===== config.mk =====
export PLATFORM = sky130hd
export DESIGN_NAME = bencode_span_matcher_top
export DESIGN_NICKNAME = d
export VERILOG_FILES = /design/src/rtl/bsm_pkg.sv /design/src/rtl/bsm_result_fifo.sv /design/src/rtl/bencode_span_matcher_top.sv
export SDC_FILE = /design/constraint.sdc
export NUM_CORES = 2
export LEC_CHECK = 0
export ABC_AREA = 1
export BUFFER_PORTS_ARGS = -buffer_cell sky130_fd_sc_hd__buf_2
export CAP_MARGIN = 15
export CORE_ASPECT_RATIO = 0.9
export CORE_UTILIZATION = 30
export DETAILED_ROUTE_END_ITERATION = 6
export GPL_TIMING_DRIVEN = 0
export PLACE_DENSITY_LB_ADDON = 0.25
export SETUP_SLACK_MARGIN = 0.2
export SLEW_MARGIN = 20
export SYNTH_ARGS = -nofsm -noshare
export SYNTH_HDL_FRONTEND = slang
export SYNTH_SLANG_ARGS = --single-unit

===== constraint.sdc =====
create_clock -name clk -period 3.57 [get_ports clk]
set_input_delay 0 -clock clk [delete_from_list [all_inputs] [get_ports clk]]
set_output_delay 0 -clock clk [all_outputs]
set_load 0.1 [all_outputs]

===== src/rtl/bsm_pkg.sv =====
// Shared constants, codes and the result record of the bencode span matcher.
`default_nettype none
package bsm_pkg;

  localparam int STACK_DEPTH = 64;
  localparam int POS_BITS    = 32;
  localparam int LEN_W       = 32;
  localparam int SPAN_W      = 32;
  localparam int IDX_W       = $clog2(STACK_DEPTH);
  localparam int CNT_W       = $clog2(STACK_DEPTH + 1);

  localparam int FIFO_DEPTH  = 4;
  localparam int FPTR_W      = $clog2(FIFO_DEPTH);
  localparam int FCNT_W      = $clog2(FIFO_DEPTH + 1);

  localparam logic [7:0] CH_I     = 8'h69;
  localparam logic [7:0] CH_L     = 8'h6c;
  localparam logic [7:0] CH_D     = 8'h64;
  localparam logic [7:0] CH_E     = 8'h65;
  localparam logic [7:0] CH_COLON = 8'h3a;
  localparam logic [7:0] CH_ZERO  = 8'h30;
  localparam logic [7:0] CH_NINE  = 8'h39;

  typedef enum logic [2:0] {
    ST_OK,
    ST_UNMATCHED,
    ST_UNCLOSED,
    ST_BAD_BYTE,
    ST_BAD_LEN,
    ST_TRUNCATED,
    ST_STACK_OVF,
    ST_LEN_OVF
  } status_t;

  typedef struct packed {
    logic              kind;
    logic [SPAN_W-1:0] span_start;
    logic [SPAN_W-1:0] span_end;
    status_t           status;
    logic              final_flag;
  } rslt_t;

endpackage
`default_nettype wire


===== src/rtl/bsm_result_fifo.sv =====
// Small result queue that takes up to two results per cycle and hands out one.
`default_nettype none
module bsm_result_fifo (
  input  wire logic          clk,
  input  wire logic          rst_n,
  input  wire logic [1:0]    push_cnt,
  input  wire bsm_pkg::rslt_t push_a,
  input  wire bsm_pkg::rslt_t push_b,
  input  wire logic          pop,
  output bsm_pkg::rslt_t     head,
  output logic               not_empty,
  output logic               room2
);

  bsm_pkg::rslt_t mem_r [bsm_pkg::FIFO_DEPTH];
  logic [bsm_pkg::FPTR_W-1:0] wp_r, wp_nxt, rp_r, rp_nxt, wp_b;
  logic [bsm_pkg::FCNT_W-1:0] cnt_r, cnt_nxt;

  assign wp_b      = wp_r + bsm_pkg::FPTR_W'(1);
  assign head      = mem_r[rp_r];
  assign not_empty = (cnt_r != '0);
  assign room2     = (cnt_r <= bsm_pkg::FCNT_W'(bsm_pkg::FIFO_DEPTH - 2));

  always_comb begin
    wp_nxt  = wp_r + bsm_pkg::FPTR_W'(push_cnt);
    rp_nxt  = rp_r + bsm_pkg::FPTR_W'(pop);
    cnt_nxt = cnt_r + bsm_pkg::FCNT_W'(push_cnt) - bsm_pkg::FCNT_W'(pop);
  end

  always_ff @(posedge clk) begin
    if (!rst_n) begin
      wp_r  <= '0;
      rp_r  <= '0;
      cnt_r <= '0;
    end else begin
      wp_r  <= wp_nxt;
      rp_r  <= rp_nxt;
      cnt_r <= cnt_nxt;
    end
  end

  // payload storage, no reset
  always_ff @(posedge clk) begin
    if (push_cnt != 2'd0) mem_r[wp_r] <= push_a;
    if (push_cnt == 2'd2) mem_r[wp_b] <= push_b;
  end

endmodule
`default_nettype wire


===== src/rtl/bencode_span_matcher_top.sv =====
// Top level of the bencode span matcher: byte scanner, open-container stack, result queue.
// Latency: a byte's results enter the result queue at its accept edge and, behind older
//   results, go out from the next cycle; a last byte closing a token gives two in a row.
// Throughput: one byte per cycle; input stalls only while the queue has under two free slots.
// Reset: synchronous, active low; clears position, mode, counters, error and the queue.
//   The stack memory is not cleared: an unwritten entry reaches only an unused below_r.
`default_nettype none
module bencode_span_matcher_top (
  input  wire logic        clk,
  input  wire logic        rst_n,
  input  wire logic        in_valid,
  output logic             in_stall,
  input  wire logic [7:0]  in_byte_value,
  input  wire logic        in_last_byte,
  output logic             out_valid,
  input  wire logic        out_stall,
  output logic             out_kind,
  output logic [31:0]      out_span_start,
  output logic [31:0]      out_span_end,
  output logic [2:0]       out_status,
  output logic             out_final_flag
);

  typedef enum logic [1:0] {
    MODE_IDLE,
    MODE_INT,
    MODE_LEN,
    MODE_BODY
  } mode_t;

  localparam int POS_BITS = bsm_pkg::POS_BITS;
  localparam int LEN_W    = bsm_pkg::LEN_W;
  localparam int CNT_W    = bsm_pkg::CNT_W;
  localparam int IDX_W    = bsm_pkg::IDX_W;
  localparam int SPAN_W   = bsm_pkg::SPAN_W;

  // scanner state
  mode_t                mode_r, mode_nxt;
  logic [POS_BITS-1:0]  pos_r, pos_nxt;
  logic [POS_BITS-1:0]  begin_r, begin_nxt;
  logic [LEN_W-1:0]     len_r, len_nxt;
  logic [LEN_W-1:0]     rem_r, rem_nxt;
  logic [CNT_W-1:0]     cnt_r, cnt_nxt;
  bsm_pkg::status_t     err_r, err_nxt;

  // stack: top_r caches entry cnt-1, below_r caches entry cnt-2, memory holds 0..cnt-2
  logic [POS_BITS-1:0]  stack_mem [bsm_pkg::STACK_DEPTH];
  logic [POS_BITS-1:0]  top_r, below_r;
  logic [IDX_W-1:0]     wr_idx, rd_idx;
  logic                 push_en, pop_en;

  // result queue hookup
  logic                 accept, pop_out;
  logic                 span_vld;
  logic [1:0]           push_cnt;
  bsm_pkg::rslt_t       span_res, stat_res, push_a, push_b, head;
  bsm_pkg::status_t     final_st;
  logic                 not_empty, room2;

  logic                 digit;
  logic [3:0]           digit_val;
  logic [LEN_W+3:0]     len_x10;

  assign accept    = in_valid && !in_stall;
  assign in_stall  = !room2;
  assign pop_out   = not_empty && !out_stall;
  assign out_valid = not_empty;

  assign digit     = (in_byte_value >= bsm_pkg::CH_ZERO) && (in_byte_value <= bsm_pkg::CH_NINE);
  assign digit_val = 4'(in_byte_value - bsm_pkg::CH_ZERO);
  // accum * 10 + digit as (x << 3) + (x << 1) + d
  assign len_x10   = ({4'd0, len_r} << 3) + ({4'd0, len_r} << 1) + (LEN_W+4)'(digit_val);

  // index of the old top when it moves into memory, and of the new below after a pop
  assign wr_idx = IDX_W'(cnt_r - CNT_W'(1));
  assign rd_idx = IDX_W'(cnt_r - CNT_W'(3));

  always_comb begin
    mode_nxt  = mode_r;
    pos_nxt   = pos_r;
    begin_nxt = begin_r;
    len_nxt   = len_r;
    rem_nxt   = rem_r;
    cnt_nxt   = cnt_r;
    err_nxt   = err_r;
    push_en   = 1'b0;
    pop_en    = 1'b0;
    span_vld  = 1'b0;
    span_res.kind       = 1'b0;
    span_res.span_start = SPAN_W'(begin_r);
    span_res.span_end   = SPAN_W'(pos_r);
    span_res.status     = bsm_pkg::ST_OK;
    span_res.final_flag = !in_last_byte;

    if (accept) begin
      pos_nxt = pos_r + POS_BITS'(1);
      if (err_r == bsm_pkg::ST_OK) begin
        unique case (mode_r)
          MODE_IDLE: begin
            priority if (in_byte_value == bsm_pkg::CH_E) begin
              if (cnt_r != '0) begin
                pop_en              = 1'b1;
                cnt_nxt             = cnt_r - CNT_W'(1);
                span_vld            = 1'b1;
                span_res.span_start = SPAN_W'(top_r);
              end else begin
                err_nxt = bsm_pkg::ST_UNMATCHED;
              end
            end else if (in_byte_value == bsm_pkg::CH_L || in_byte_value == bsm_pkg::CH_D) begin
              if (cnt_r >= CNT_W'(bsm_pkg::STACK_DEPTH)) begin
                err_nxt = bsm_pkg::ST_STACK_OVF;
              end else begin
                push_en = 1'b1;
                cnt_nxt = cnt_r + CNT_W'(1);
              end
            end else if (in_byte_value == bsm_pkg::CH_I) begin
              begin_nxt = pos_r;
              mode_nxt  = MODE_INT;
            end else if (digit) begin
              begin_nxt = pos_r;
              len_nxt   = LEN_W'(digit_val);
              mode_nxt  = MODE_LEN;
            end else begin
              err_nxt = bsm_pkg::ST_BAD_BYTE;
            end
          end
          MODE_INT: begin
            if (in_byte_value == bsm_pkg::CH_E) begin
              span_vld = 1'b1;
              mode_nxt = MODE_IDLE;
            end
          end
          MODE_LEN: begin
            priority if (digit) begin
              len_nxt = len_x10[LEN_W-1:0];
              if (len_x10[LEN_W+3:LEN_W] != 4'd0) err_nxt = bsm_pkg::ST_LEN_OVF;
            end else if (in_byte_value == bsm_pkg::CH_COLON) begin
              if (len_r == '0) begin
                // empty string closes on its colon
                span_vld = 1'b1;
                mode_nxt = MODE_IDLE;
              end else begin
                rem_nxt  = len_r;
                mode_nxt = MODE_BODY;
              end
            end else begin
              err_nxt = bsm_pkg::ST_BAD_LEN;
            end
          end
          MODE_BODY: begin
            if (rem_r != '0) rem_nxt = rem_r - LEN_W'(1);
            if (rem_r <= LEN_W'(1)) begin
              span_vld = 1'b1;
              mode_nxt = MODE_IDLE;
            end
          end
          default: ;
        endcase
      end
    end

    // final status looks at the state this byte leaves behind
    priority if (err_nxt != bsm_pkg::ST_OK) final_st = err_nxt;
    else if (mode_nxt != MODE_IDLE)          final_st = bsm_pkg::ST_TRUNCATED;
    else if (cnt_nxt != '0)                  final_st = bsm_pkg::ST_UNCLOSED;
    else                                     final_st = bsm_pkg::ST_OK;

    stat_res.kind       = 1'b1;
    stat_res.span_start = '0;
    stat_res.span_end   = '0;
    stat_res.status     = final_st;
    stat_res.final_flag = 1'b1;

    // end of message: drop all scanner state, next byte starts at position zero
    if (accept && in_last_byte) begin
      mode_nxt  = MODE_IDLE;
      pos_nxt   = '0;
      begin_nxt = '0;
      len_nxt   = '0;
      rem_nxt   = '0;
      cnt_nxt   = '0;
      err_nxt   = bsm_pkg::ST_OK;
    end

    push_cnt = 2'(accept && span_vld) + 2'(accept && in_last_byte);
    push_a   = span_vld ? span_res : stat_res;
    push_b   = stat_res;
  end

  always_ff @(posedge clk) begin
    if (!rst_n) begin
      mode_r  <= MODE_IDLE;
      pos_r   <= '0;
      begin_r <= '0;
      len_r   <= '0;
      rem_r   <= '0;
      cnt_r   <= '0;
      err_r   <= bsm_pkg::ST_OK;
    end else begin
      mode_r  <= mode_nxt;
      pos_r   <= pos_nxt;
      begin_r <= begin_nxt;
      len_r   <= len_nxt;
      rem_r   <= rem_nxt;
      cnt_r   <= cnt_nxt;
      err_r   <= err_nxt;
    end
  end

  // stack storage: push spills the old top into memory, pop refills below_r from memory
  always_ff @(posedge clk) begin
    if (push_en && cnt_r != '0) stack_mem[wr_idx] <= top_r;
    if (push_en) begin
      top_r   <= pos_r;
      below_r <= top_r;
    end else if (pop_en) begin
      top_r   <= below_r;
      below_r <= stack_mem[rd_idx];
    end
  end

  bsm_result_fifo u_fifo (
    .clk       (clk),
    .rst_n     (rst_n),
    .push_cnt  (push_cnt),
    .push_a    (push_a),
    .push_b    (push_b),
    .pop       (pop_out),
    .head      (head),
    .not_empty (not_empty),
    .room2     (room2)
  );

  assign out_kind       = head.kind;
  assign out_span_start = head.span_start;
  assign out_span_end   = head.span_end;
  assign out_status     = head.status;
  assign out_final_flag = head.final_flag;

  // a last byte returns the scanner to its reset state
  a_last_clears: assert property (@(posedge clk) disable iff (!rst_n)
    accept && in_last_byte |=> pos_r == '0 && cnt_r == '0 && mode_r == MODE_IDLE &&
                               err_r == bsm_pkg::ST_OK)
    else $error("scanner state not cleared after last byte");

  // once an error is latched, bytes before the last give no result and leave the stack
  a_err_quiet: assert property (@(posedge clk) disable iff (!rst_n)
    accept && !in_last_byte && err_r != bsm_pkg::ST_OK |-> push_cnt == 2'd0 && !push_en && !pop_en)
    else $error("activity after latched error");

  // a push inside a message grows the stack by one and never past its depth
  a_stack_bound: assert property (@(posedge clk) disable iff (!rst_n)
    push_en && !in_last_byte |=> cnt_r <= CNT_W'(bsm_pkg::STACK_DEPTH) &&
                                 cnt_r == $past(cnt_r) + CNT_W'(1))
    else $error("stack count out of step with push");

endmodule
`default_nettype wire

==> results.txt <==
critical path arrival: 4.58 ns
Slew @ Worst Pin: 1.14 ns
FF-to-FF path depth: 13
top cell type's share of synthesized area: 61.4%
Adder-Cell Fraction of Synth Area: 0.962%
fmax: 257 MHz
Max IR drop VDD: 0.840 mV
Synth Register Bits: 2535
Via density: 5.59
EDFF count, synth: 2124
Setup Viol. Count Final: 32
GRT Util Overall: 23.4%
Syn Nets: 9289
internal reg-to-reg setup slack: -0.32 ns
headroom to the max-slew limit: 24.1%
WS Path Type: reg -> reg
Yosys top cell by area: edfxtp_1
H-Tree Depth: 5
die area: 348000 um2
WL per Instance: 29.0 um
final hold violation count: 0
failing checks: setup timing
largest cells by area after synthesis: edfxtp_1 61%, o21ai_0 8.2%, dfxtp_1 7.9%, nor2_1 6.1%, o22ai_1 4.5%
synth-to-layout area growth: 27.1%
first-pass GRT wire length: 585 mm
Worst Clk Skew: 0.0828 ns
Post-DRT Antenna Nets: 0
Post-Synth XOR/XNOR Area: 0.294%
run status: complete, but fails checks
worst hold path type: in -> reg
Yosys cell types: 63
initial DRC count: 11.6k
area of the core: 344000 um2
Critical Path Source Type: flop
CP max FO: 10
largest family of logic cells by synthesized area: compound AO/OA/AOI/OAI gates
setup TNS: -7.22 ns
reg-to-reg endpoint: below_r[9]$_DFFE_PP_
num ports: 84
drt first pass iters: 6
post-synthesis sequential area ratio: 69.4%
fin cells: 14.7k
Syn. warnings: 0
mux share of post-synthesis cell area: 0.0217%
multi-input logic area: 32700 um2
Starting Density: 30.2%
Mean Syn Cell Area: 11.3 um2
Die Ht: 560 um
hold path cells: 5
Crit path required time: 4.26 ns
cts bufs inserted: 268
max-slew violations: 0
register area: 72000 um2
maxcap violations: 0
fin worst setup slack: -0.324 ns
Cell Area, Synth: 104000 um2
reg2reg start: cnt_r[0]$_SDFF_PP0_
simple-gate share of the synthesized area: 10.6%
Synth Flop Type: edfxtp_1
count of input and output buffers: 83
Final GP Congestion: 1.04
Placed Instances: 14.1k
layout cells sized above 1: 19.9%
DR vias: 82.3k
power per standard cell area: 627 nW/um2
Overflow after GRT: 0
Synth Area in Compound Gates: 15.1%
initial antenna violation count: 25
Worst Hold End: pos_r[0]$_SDFFE_PP0P_
Tmin final: 3.89 ns
# fillers: 32.4k
HP Start: in_valid
pin count of the biggest net entering global routing: 54
Clock Path Buffers: 4
CTS Root Cell: clkbuf_16
Final nets: 10.1k
leakage power: 45.1 nW
row count: 204
clock sink total: 2535
Post-Synthesis Cells: 9198
DP Wirelength: 303 mm
Reg clk slew, reported paths: 0.06 ns
CTS tree: done
Clk Latency, worst-skew pair: 0.91 ns
RSZ-0062 raised after global routing: yes
final wirelength: 428 mm
number of global-route vias before repair: 76.1k
final core occ: 38.4%
Die W: 622 um
Tcrit/Tclk final: 109%
DRC viols: 0
CP Capture Type: flop
Synth async-reset ratio: 0%
-- kinds of logic (layout without fill, tap and decap cells) --
kind of cell | count (synthesis) | in the layout
xor+xnor | 34 | 34
mux | 2 | 2
simple gates | 2709 | 2709
other cells | 0 | 9
flops | 2535 | 2535
buf+inv | 932 | 1928
compound gates | 2908 | 2908
fa+ha+maj | 78 | 78
-- per-layer routing --
metal  vias up  track usage, %  part of all wire [%]
li1      35200               -                     -
met1     41100            32.5                    40
met5         -               0                 0.041
met3       959            7.10                    13
met2      5033            34.1                    42
met4        16            8.89                   4.4
-- how the worst max path moves through the flow --
stage	startpoint	to	slack [ns]
after floorplan	cnt_r[0]$_SDFF_PP0_	stack_mem[0][0]$_DFFE_PP_	-0.26
after global routing	cnt_r[0]$_SDFF_PP0_	below_r[6]$_DFFE_PP_	-0.28
after CTS	cnt_r[0]$_SDFF_PP0_	below_r[31]$_DFFE_PP_	-0.15
final	cnt_r[0]$_SDFF_PP0_	below_r[9]$_DFFE_PP_	-0.32
after detailed placement	cnt_r[0]$_SDFF_PP0_	below_r[8]$_DFFE_PP_	-3.23
after global placement	cnt_r[0]$_SDFF_PP0_	stack_mem[13][18]$_DFFE_PP_	-4.65
-- metrics by stage --
step | instance area, um2 | total power, W | setup slack [ns] | hold WS [ns]
2_1_floorplan | 104000 | 0.0426 | -0.264 | 0.0935
3_3_place_gp | 110000 | 0.0496 | -4.65 | 0.300
3_5_place_dp | 116000 | 0.0500 | -3.23 | 0.300
4_1_cts | 129000 | 0.0808 | -0.152 | 0.130
5_1_grt | 132000 | 0.0845 | -0.275 | 0.194
6_report | 132000 | 0.0827 | -0.324 | 0.197
-- cell type report --
class,count,share of cell area (%)
Antenna cell,9,0.0171
Buffer,639,3.11
Clock buffer,343,5.45
Clock inverter,123,0.957
Inverter,291,0.851
Multi-Input combinational cell,5731,24.8
Sequential cell,2535,54.6
Tap cell,4532,4.30
Timing Repair Buffer,532,5.93
-- cell usage in the layout, fill, tap and decap left out, drive strengths merged, types with 5 or more instances in the layout --
| cell | instances |
|---|---|
| a21oi | 169 |
| o21ai | 1948 |
| nand2 | 567 |
| a221oi | 5 |
| dfxtp | 411 |
| clkbuf | 776 |
| xor2 | 25 |
| inv | 298 |
| xnor2 | 9 |
| nand4 | 12 |
| nor2 | 1714 |
| o22ai | 750 |
| nor3 | 41 |
| dlygate4sd3 | 24 |
| buf | 713 |
| nor4 | 17 |
| or2 | 14 |
| diode | 9 |
| clkinv | 86 |
| a31oi | 11 |
| ha | 75 |
| clkinvlp | 5 |
| bufinv | 25 |
| edfxtp | 2124 |
| a211oi | 6 |
| nand3 | 336 |
-- flip-flops by register name, summed over array words and instances, names as in the netlist --
| register | cells |
|---|---|
| mode_r | 2 |
| cnt_r | 7 |
| top_r | 32 |
| rem_r | 32 |
| below_r | 32 |
| stack_mem | 2048 |
| pos_r | 32 |
| err_r | 3 |
| len_r | 32 |
| u_fifo.rp_r | 2 |
| begin_r | 32 |
| u_fifo.cnt_r | 3 |
| u_fifo.wp_r | 2 |
| u_fifo.mem_r | 276 |
-- cell usage after synthesis (33+ instances only) --
master,instances
edfxtp_1,2124
o21ai_0,1711
nor2_1,1695
o22ai_1,750
nand2_1,538
clkbuf_1,478
dfxtp_1,411
nand3_1,333
inv_1,266
o21ai_1,234
a21oi_1,165
buf_2,132
ha_1,75
nor3_1,33
-- worst max-delay path: stages (launching register included) --
cell,delay [ns]
dfxtp_4,0.46
buf_6,0.36
buf_6,0.25
buf_6,0.29
buf_4,0.33
buf_2,0.32
nor2_1,0.12
o22ai_4,0.22
nor2_4,0.10
o22ai_4,0.43
o21ai_2,0.16
o22ai_2,0.37
nand2_1,0.13
o21ai_1,0.09
-- report_power, final --
part           switching [W]  internal [W]  leakage, nW  total [W]
sequential          0.000138        0.0319         22.4     0.0320
combinational         0.0166       0.00606         18.5     0.0227
clock                 0.0120        0.0160         4.13     0.0280
-- timing repair --
item                                     CTS  global route
pin swaps                                213           218
gates cloned                               9             4
buffers inserted                          81            75
hold buffers                              24             0
endpoints found under the setup margin  2466          2375
endpoints found under the hold margin     47             0
gates resized for setup                  991           578
Note: power is estimated with default switching activity, not from simulation.
